$ cat src/design/allocation_bitmap_find_free_macros.svh
// Assertion macros for the allocation bitmap block.
// Used by the top level; relies on clk_i and rst_ni in the including scope.
`ifndef ALLOCATION_BITMAP_FIND_FREE_MACROS_SVH
`define ALLOCATION_BITMAP_FIND_FREE_MACROS_SVH

// Property checked at every clock edge outside reset.
`define AFZ_ASSERT(lbl, prop, msg) \
  lbl: assert property (@(posedge clk_i) disable iff (!rst_ni) (prop)) \
    else $error(msg);

// Antecedent in one cycle implies consequent in the next.
`define AFZ_ASSERT_NEXT(lbl, ante, cons, msg) \
  lbl: assert property (@(posedge clk_i) disable iff (!rst_ni) (ante) |=> (cons)) \
    else $error(msg);

`endif

$ cat src/design/afz_pkg.sv
// Shared constants, types and codes for the allocation bitmap block.
// No dependencies.
`timescale 1ns / 1ps

package afz_pkg;

  localparam int MaxSlots  = 256;
  localparam int WordW     = 32;
  localparam int NumWords  = MaxSlots / WordW;
  localparam int WordIdxW  = (NumWords > 1) ? $clog2(NumWords) : 1;
  localparam int BitIdxW   = $clog2(WordW);
  localparam int CntW      = $clog2(MaxSlots + 1);
  localparam int SlotIdxW  = 8;
  localparam int ModeW     = 2;
  localparam int CfgW      = 9;

  typedef enum logic [ModeW-1:0] {
    MODE_SET   = 2'd0,
    MODE_CLEAR = 2'd1,
    MODE_TEST  = 2'd2,
    MODE_FIND  = 2'd3
  } afz_mode_e;

  typedef enum logic {
    ST_IDLE = 1'b0,
    ST_RUN  = 1'b1
  } afz_state_e;

  // Word write request into the bitmap store
  typedef struct packed {
    logic                en;
    logic [WordIdxW-1:0] idx;
    logic [WordW-1:0]    data;
  } afz_wr_t;

endpackage

$ cat src/design/afz_bitmap.sv
// Slot bitmap store, organized as words, cleared by reset.
// Depends on afz_pkg.
`timescale 1ns / 1ps

module afz_bitmap (
  input  logic                            clk_i,
  input  logic                            rst_ni,
  input  logic [afz_pkg::WordIdxW-1:0]    rd_idx_i,
  output logic [afz_pkg::WordW-1:0]       rd_word_o,
  input  afz_pkg::afz_wr_t                wr_i
);
  import afz_pkg::*;

  logic [WordW-1:0] words_q [NumWords];

  // Word storage with single write port
  always_ff @(posedge clk_i or negedge rst_ni) begin
    if (!rst_ni) begin
      for (int i = 0; i < NumWords; i++) begin
        words_q[i] <= '0;
      end
    end else if (wr_i.en) begin
      words_q[wr_i.idx] <= wr_i.data;
    end
  end

  assign rd_word_o = words_q[rd_idx_i];

endmodule

$ cat src/design/afz_scan.sv
// Word scan unit: first clear bit of one bitmap word within the search window.
// Depends on afz_pkg.
`timescale 1ns / 1ps

module afz_scan (
  input  logic [afz_pkg::WordW-1:0]    word_i,
  input  logic [afz_pkg::WordIdxW-1:0] word_idx_i,
  input  logic                         first_i,
  input  logic [afz_pkg::BitIdxW-1:0]  start_bit_i,
  input  logic [afz_pkg::CntW-1:0]     limit_i,
  output logic                         hit_o,
  output logic [afz_pkg::BitIdxW-1:0]  hit_bit_o
);
  import afz_pkg::*;

  localparam int RelW = CntW + 1;

  logic [RelW-1:0]  base;
  logic [RelW-1:0]  rel;
  logic [WordW-1:0] hi_mask;
  logic [WordW-1:0] lo_mask;
  logic [WordW-1:0] cand;

  // Slots at or beyond the limit count as occupied
  always_comb begin
    base = RelW'({word_idx_i, {BitIdxW{1'b0}}});
    rel  = RelW'(limit_i) - base;
    if (rel[RelW-1] || (rel == '0)) begin
      hi_mask = '1;
    end else if (rel >= RelW'(WordW)) begin
      hi_mask = '0;
    end else begin
      hi_mask = ~((WordW'(1) << rel[BitIdxW-1:0]) - WordW'(1));
    end
  end

  // Slots below the start index are skipped in the first word
  assign lo_mask = first_i ? ((WordW'(1) << start_bit_i) - WordW'(1)) : '0;
  assign cand    = word_i | hi_mask | lo_mask;

  // Priority encode lowest zero
  always_comb begin
    hit_o     = 1'b0;
    hit_bit_o = '0;
    for (int b = WordW - 1; b >= 0; b--) begin
      if (!cand[b]) begin
        hit_o     = 1'b1;
        hit_bit_o = BitIdxW'(b);
      end
    end
  end

endmodule

$ cat src/design/allocation_bitmap_find_free.sv
// Allocation bitmap with set, clear, test and find-first-clear operations.
// Depends on afz_pkg, afz_bitmap, afz_scan and the assertion macro header.
// An operation is taken when start is high and busy is low. Set, clear,
// test and any out-of-range index finish in the run state without a scan;
// find scans the bitmap one 32-bit word per cycle through the scan unit,
// one word per step from the start word up to the first clear slot or the
// last word below slot_count. The result is registered onto the result
// ports, marked by done_o for exactly one cycle; the receiver cannot stall
// it, so it must take every result when done_o is high. A new operation may
// be started in the cycle that done_o is shown. The bitmap is cleared by
// reset at once. slot_count may only be written while idle.
`timescale 1ns / 1ps
`include "allocation_bitmap_find_free_macros.svh"

module allocation_bitmap_find_free (
  input  logic                          clk_i,
  input  logic                          rst_ni,
  // command
  input  logic                          start,
  output logic                          busy,
  input  logic [afz_pkg::ModeW-1:0]     mode_i,
  input  logic [afz_pkg::SlotIdxW-1:0]  slot_index_i,
  // result
  output logic                          done_o,
  output logic                          bit_value_o,
  output logic                          index_valid_o,
  output logic                          found_o,
  output logic [afz_pkg::SlotIdxW-1:0]  found_index_o,
  output logic [afz_pkg::CntW-1:0]      set_total_o,
  output logic                          full_res_o,
  // configuration
  input  logic                          cfg_valid_i,
  output logic                          cfg_ready_o,
  input  logic [afz_pkg::CfgW-1:0]      cfg_data_i
);
  import afz_pkg::*;

  afz_state_e             state_q, state_d;
  afz_mode_e              mode_q;
  logic [SlotIdxW-1:0]    idx_q;
  logic [WordIdxW-1:0]    word_q, word_d;
  logic                   first_q, first_d;
  logic [CntW-1:0]        tally_q, tally_d;
  logic [CfgW-1:0]        slot_count_q;
  logic                   done_q, done_d;
  logic                   bit_q, bit_d;
  logic                   valid_q, valid_d;
  logic                   found_q, found_d;
  logic [SlotIdxW-1:0]    where_q, where_d;
  logic [CntW-1:0]        total_q;
  logic                   full_q, full_d;

  logic                   accept;
  logic                   finish;
  logic [CntW-1:0]        limit;
  logic                   idx_valid;
  logic [BitIdxW-1:0]     idx_bit;
  logic [WordIdxW-1:0]    last_word;
  logic [WordW-1:0]       rd_word;
  logic                   cur;
  logic                   hit;
  logic [BitIdxW-1:0]     hit_bit;
  afz_wr_t                wr;

  assign accept      = start && !busy;
  assign busy        = (state_q != ST_IDLE);
  assign cfg_ready_o = 1'b1;

  // Effective slot count saturates at the bitmap size
  assign limit = (CntW'(slot_count_q) > CntW'(MaxSlots)) ? CntW'(MaxSlots)
                                                          : CntW'(slot_count_q);
  assign idx_valid = CntW'(idx_q) < limit;
  assign idx_bit   = idx_q[BitIdxW-1:0];
  assign last_word = WordIdxW'((limit - CntW'(1)) >> BitIdxW);
  assign cur       = rd_word[idx_bit];

  afz_bitmap u_bitmap (
    .clk_i     (clk_i),
    .rst_ni    (rst_ni),
    .rd_idx_i  (word_q),
    .rd_word_o (rd_word),
    .wr_i      (wr)
  );

  afz_scan u_scan (
    .word_i      (rd_word),
    .word_idx_i  (word_q),
    .first_i     (first_q),
    .start_bit_i (idx_bit),
    .limit_i     (limit),
    .hit_o       (hit),
    .hit_bit_o   (hit_bit)
  );

  // Next state
  always_comb begin
    state_d = state_q;
    unique case (state_q)
      ST_IDLE: begin
        if (accept) state_d = ST_RUN;
      end
      ST_RUN: begin
        if (finish) state_d = ST_IDLE;
      end
      default: state_d = ST_IDLE;
    endcase
  end

  // Operation and scan step outputs
  always_comb begin
    finish  = 1'b0;
    word_d  = word_q;
    first_d = first_q;
    tally_d = tally_q;
    bit_d   = 1'b0;
    valid_d = idx_valid;
    found_d = 1'b0;
    where_d = '0;
    wr.en   = 1'b0;
    wr.idx  = word_q;
    wr.data = rd_word;
    unique case (state_q)
      ST_IDLE: begin
        if (accept) begin
          word_d  = WordIdxW'(slot_index_i >> BitIdxW);
          first_d = 1'b1;
        end
      end
      ST_RUN: begin
        if (!idx_valid) begin
          finish = 1'b1;
        end else begin
          unique case (mode_q)
            MODE_SET: begin
              finish = 1'b1;
              bit_d  = cur;
              if (!cur) begin
                wr.en            = 1'b1;
                wr.data[idx_bit] = 1'b1;
                tally_d          = tally_q + CntW'(1);
              end
            end
            MODE_CLEAR: begin
              finish = 1'b1;
              bit_d  = cur;
              if (cur) begin
                wr.en            = 1'b1;
                wr.data[idx_bit] = 1'b0;
                tally_d          = tally_q - CntW'(1);
              end
            end
            MODE_TEST: begin
              finish = 1'b1;
              bit_d  = cur;
            end
            MODE_FIND: begin
              first_d = 1'b0;
              if (hit) begin
                finish  = 1'b1;
                found_d = 1'b1;
                where_d = SlotIdxW'({word_q, hit_bit});
              end else if (word_q == last_word) begin
                finish = 1'b1;
              end else begin
                word_d = word_q + WordIdxW'(1);
              end
            end
            default: finish = 1'b1;
          endcase
        end
      end
      default: finish = 1'b1;
    endcase
    done_d = (state_q == ST_RUN) && finish;
    full_d = tally_d >= limit;
  end

  // Control registers
  always_ff @(posedge clk_i or negedge rst_ni) begin
    if (!rst_ni) begin
      state_q      <= ST_IDLE;
      tally_q      <= '0;
      slot_count_q <= CfgW'(MaxSlots);
      done_q       <= 1'b0;
      first_q      <= 1'b0;
      word_q       <= '0;
    end else begin
      state_q <= state_d;
      tally_q <= tally_d;
      done_q  <= done_d;
      first_q <= first_d;
      word_q  <= word_d;
      if (cfg_valid_i && cfg_ready_o) slot_count_q <= cfg_data_i;
    end
  end

  // Command capture and result payload
  always_ff @(posedge clk_i) begin
    if (accept) begin
      mode_q <= afz_mode_e'(mode_i);
      idx_q  <= slot_index_i;
    end
    if (done_d) begin
      bit_q   <= bit_d;
      valid_q <= valid_d;
      found_q <= found_d;
      where_q <= where_d;
      total_q <= tally_d;
      full_q  <= full_d;
    end
  end

  assign done_o        = done_q;
  assign bit_value_o   = bit_q;
  assign index_valid_o = valid_q;
  assign found_o       = found_q;
  assign found_index_o = where_q;
  assign set_total_o   = total_q;
  assign full_res_o    = full_q;

  // Checks
  `AFZ_ASSERT_NEXT(a_accept_busy, accept, busy, "accepted command did not raise busy")
  `AFZ_ASSERT_NEXT(a_done_after_run, done_d, done_o && !busy, "result strobe misplaced")
  `AFZ_ASSERT(a_tally_bound, tally_q <= CntW'(MaxSlots), "set tally beyond bitmap size")
  `AFZ_ASSERT(a_found_fields, !(done_o && found_o) || (index_valid_o && !bit_value_o),
              "found result with inconsistent flags")

endmodule
$ cat config.mk
export PLATFORM = sky130hd
export DESIGN_NAME = allocation_bitmap_find_free
export DESIGN_NICKNAME = d
export VERILOG_FILES = /design/src/design/afz_pkg.sv /design/src/design/afz_bitmap.sv /design/src/design/afz_scan.sv /design/src/design/allocation_bitmap_find_free.sv
export VERILOG_INCLUDE_DIRS = /design/src /design/src/design
export SDC_FILE = /design/constraint.sdc
export NUM_CORES = 1
export LEC_CHECK = 0
export ABC_AREA = 1
export ABC_CLOCK_PERIOD_IN_PS = 5000
export BUFFER_PORTS_ARGS = -buffer_cell sky130_fd_sc_hd__buf_2
export CORE_MARGIN = 3
export CORE_UTILIZATION = 60
export DETAILED_ROUTE_END_ITERATION = 8
export HOLD_SLACK_MARGIN = 0.15
export PLACE_DENSITY = 0.89
export SETUP_SLACK_MARGIN = 0.4
export SLEW_MARGIN = 20
export SYNTH_ARGS = -nofsm -noshare
export SYNTH_HDL_FRONTEND = slang
export SYNTH_HIERARCHICAL = 1
export SYNTH_SLANG_ARGS = --single-unit
$ cat constraint.sdc
create_clock -name clk_i -period 5 [get_ports clk_i]
set_clock_uncertainty 0.2 [all_clocks]
set_input_delay 0.25 -clock clk_i [delete_from_list [all_inputs] [get_ports clk_i]]
set_output_delay 0.25 -clock clk_i [all_outputs]
set_load 0.005 [all_outputs]
==> run_results.csv <==
group,metric,value,unit
grt,grt_pass1_wl,93540,um
sta,slew_margin_rel,29.09,%
logic_synthesis,ys_types,59,
logic_synthesis,synth.largest_area_cell,"sky130_fd_sc_hd__dfrtp_1",
floorplanning,total_number_of_placement_rows,65,
sta,maxSlewViolCount,0,
grt,grt_usage,32.45,%
logic_synthesis,synthesized_area,19630,um2
placement,post-place-cells,3296,
logic_synthesis,synth-seq-area-share,40.44,%
grt,gr-total-overflow,0,
placement,gp_congestion,1.023,
power_and_ir_drop,powerDensity,443.3,nW/um2
grt,grt_use_met2,52.50,%
cells_and_area,final_layout_size_suffix_gt1_share,9.836,%
logic_synthesis,ys.flop_type,"sky130_fd_sc_hd__dfrtp_1",
clock_network,cts_tree,"built",
routing,detail_route.wl_per_cell,17.45,um
cells_and_area,post_layout_net_count,3002,
routing,route.detailed.vias_per_inst,5.800,
sta,worst_slack,0.3262,ns
cells_and_area,syn2layout_area_growth,12.84,%
logic_synthesis,yosysMostFrequentCell,"sky130_fd_sc_hd__nand2_1",
logic_synthesis,number_of_enable_flip_flop_cells_after_synthesis,31,
grt,globalRoute.busiestLayer,"met2",
hold_path,worstHoldPathType,"input port to async pin",
cells_and_area,layoutNonFillerInstCount,3415,
clock_network,clock_sink_count,311,
grt,grt_start_max_net_pins,130,
clock_network,cts_buffers,35,
routing,postRouteAntennaNets,0,
logic_synthesis,post-synth-top-area-fraction,35.56,%
worst_setup_path,worst_ep_arrival_time,4.74,ns
run_status,run_status,"finished clean",
logic_synthesis,synth.ff_latch_count,311,
sta,finalSetupTns,0,ns
routing,postRouteWirelength,59600,um
worst_setup_path,worst_path_largest_cell_delay,0.42,ns
worst_setup_path,worst_r2r_endpoint,"found_index_o[0]",
clock_network,worst_skew_pair.late_latency,0.52,ns
sta,grt_setup_unrepaired,"yes",
clock_network,cts_root_buffer,"sky130_fd_sc_hd__clkbuf_16",
logic_synthesis,synth-warning-count,6,
power_and_ir_drop,power,0.009819,W
sta,max_freq,0.2140,GHz
clock_network,clkTransAtPathRegs,0.06,ns
sta,finalSetupViolCount,0,
routing,vias,19806,
worst_setup_path,critical-path-slowest-cell,"sky130_fd_sc_hd__dfrtp_1",
sta,time_the_final_worst_path_needs_with_i_o_delays_and_setup,4.674,ns
logic_synthesis,yosys-top-cells-area,"sky130_fd_sc_hd__dfrtp_1, sky130_fd_sc_hd__nand2_1, sky130_fd_sc_hd__o21ai_0, sky130_fd_sc_hd__inv_1, sky130_fd_sc_hd__nand3_1",
sta,post-route-period-util,93.48,%
grt,grt_util_met3,5.435,%
floorplanning,initial_core_utilization,61.58,%
sta,timing_hold_violations_final,0,
sta,max_slew.worst_pin.slew,1.063,ns
floorplanning,die_area,34930,um2
worst_setup_path,maximum_fanout_along_the_worst_path,17,
placement,dpl_worst_slack,0.2570,ns
flow_run,drv_cap,0,
grt,via_count_of_the_first_global_routing_pass,18546,
worst_setup_path,critPathMostFrequentCell,"sky130_fd_sc_hd__nand2_1",
clock_network,ctsLongestPathBuffers,3,
grt,grt_util_met1,43.65,%
worst_setup_path,regToRegStartpoint,"slot_count_q[3]",
worst_setup_path,worst-r2r-cell-count,49,
floorplanning,core-area,31880,um2
worst_setup_path,crit_type,"flip-flop to flip-flop",
clock_network,ctsHtreeMaxLevel,2,
worst_setup_path,endpoint_kind,"flip-flop",
routing,drt_pre_antenna_iters,6,
power_and_ir_drop,p_leak,10.86,nW
power_and_ir_drop,vdd_ir_drop_max,0.0003394,V
floorplanning,ios,47,
worst_setup_path,path_buf_inv,5,
placement,place.port_buffers,45,
worst_setup_path,critical_path.top_delay_family,"simple AND/OR/NAND/NOR gates",
logic_synthesis,synthesis.area_per_instance,6.753,um2
worst_setup_path,worst-endpoint-required,5.06,ns
placement,hpwl,37000,um
logic_synthesis,proportion_of_synthesized_flip_flops_having_asynchronous_set_or_reset,90.03,%
floorplanning,fp.dieW,186.9,um
floorplanning,chipHeight,186.9,um
routing,initialDrtViolationCount,2503,
worst_setup_path,reg2reg_slack,0.33,ns
logic_synthesis,syn-num-nets,2955,
worst_setup_path,kind_of_launch_point_of_the_worst_setup_path,"flip-flop",
grt,grt_antenna_before_repair,1,
routing,drt_drc_violations_left,0,
logic_synthesis,synth_commonest_cells,"sky130_fd_sc_hd__nand2_1, sky130_fd_sc_hd__inv_1, sky130_fd_sc_hd__o21ai_0",
logic_synthesis,post_synth_inst_count,2907,
==> registers in the layout, summed over array words and instances (netlist names) <==
| register | flops |
|---|---|
| tally_q | 9 |
| first_q | 1 |
| index_valid_o | 1 |
| found_index_o | 8 |
| found_o | 1 |
| mode_q | 2 |
| slot_count_q | 9 |
| idx_q | 8 |
| busy | 1 |
| bit_value_o | 1 |
| full_res_o | 1 |
| u_bitmap/words_q | 256 |
| set_total_o | 9 |
| word_q | 3 |
| done_o | 1 |
==> metrics by stage <==
step	util [%]	hold WS (ns)	instance area (um2)
final	69.48	0.1908	22150
after global routing	69.48	0.2524	22150
after CTS	68.19	0.2228	21740
after detailed placement	63.34	0.1663	20190
after global placement	63.34	0.1615	20190
after floorplan	-	-0.2456	19630
==> worst reg2reg max path, delay by kind of cell (launching register included) <==
family	cells	cell delay, ns
AO/OA/AOI/OAI	2	0.24
AND/OR/NAND/NOR	41	2.87
adder cells (fa/ha/maj)	1	0.18
flip-flops	1	0.42
buffers and inverters	5	0.52
==> layout by cell type, fill, tap and decap left out, types with 11 or more instances in the layout <==
master / n
sky130_fd_sc_hd__a21oi_1: 24
sky130_fd_sc_hd__buf_2: 44
sky130_fd_sc_hd__buf_4: 62
sky130_fd_sc_hd__clkbuf_1: 11
sky130_fd_sc_hd__clkbuf_16: 38
sky130_fd_sc_hd__dfrtp_1: 277
sky130_fd_sc_hd__dlygate4sd3_1: 36
sky130_fd_sc_hd__edfxtp_1: 31
sky130_fd_sc_hd__ha_1: 23
sky130_fd_sc_hd__inv_1: 440
sky130_fd_sc_hd__inv_2: 16
sky130_fd_sc_hd__nand2_1: 962
sky130_fd_sc_hd__nand2_2: 17
sky130_fd_sc_hd__nand3_1: 206
sky130_fd_sc_hd__nand3_2: 13
sky130_fd_sc_hd__nand4_1: 39
sky130_fd_sc_hd__nor2_1: 149
sky130_fd_sc_hd__nor2_2: 21
sky130_fd_sc_hd__nor2_4: 11
sky130_fd_sc_hd__nor3_1: 27
sky130_fd_sc_hd__o21ai_0: 348
sky130_fd_sc_hd__o21ai_1: 21
sky130_fd_sc_hd__o31ai_1: 33
sky130_fd_sc_hd__xor2_1: 11
==> power by group <==
| part | internal [W] | switching, W |
|---|---|---|
| Combinational | 0.00128 | 0.00266 |
| Clock | 0.00151 | 0.00101 |
| Sequential | 0.00304 | 0.000323 |
==> timing repair <==
item                                    in CTS  in global routing
hold buffers                                36                  0
endpoints found under the hold margin      128                  0
setup buffers                                0                 17
gates resized for setup                      7                 57
pin swaps                                    0                 19
gates cloned                                 1                  2
endpoints found under the setup margin      31                 87
==> area by class of cell <==
type	instances	area, um2
clock buffers	56	1066
well taps	435	544.3
clock inverters	6	58.81
multi-input cells	1984	9409
inverters	464	1759
fillers	2610	9729
diodes	1	2.502
repair buffers	158	1368
flip-flops and latches	311	7944
==> layer usage <==
layer	up-vias	wire length, um
met5	-	0
met1	9284	23880
met3	205	5725
met4	0	2615
met2	1109	27370
li1	9208	-
==> logic make-up after synthesis <==
group	share of synthesized area (%)
buffers and inverters	12.63
XOR/XNOR	0.7075
flip-flops	40.44
AO/OA/AOI/OAI	12.60
AND/OR/NAND/NOR	31.80
multiplexers	0.1721
adder cells (fa/ha/maj)	1.632
other	0.01910
==> worst max-delay path by stage <==
stage / depth (start not counted) / from / end
after floorplan: 50 / slot_count_q[6] / found_index_o[0]
after global placement: 47 / slot_count_q[3] / found_index_o[0]
after detailed placement: 26 / slot_count_q[5] / found_index_o[2]
after CTS: 47 / slot_count_q[5] / found_index_o[0]
after global routing: 50 / slot_count_q[3] / found_index_o[0]
final: 49 / slot_count_q[3] / found_index_o[0]
No activity file was read; power rests on OpenSTA's default activity.
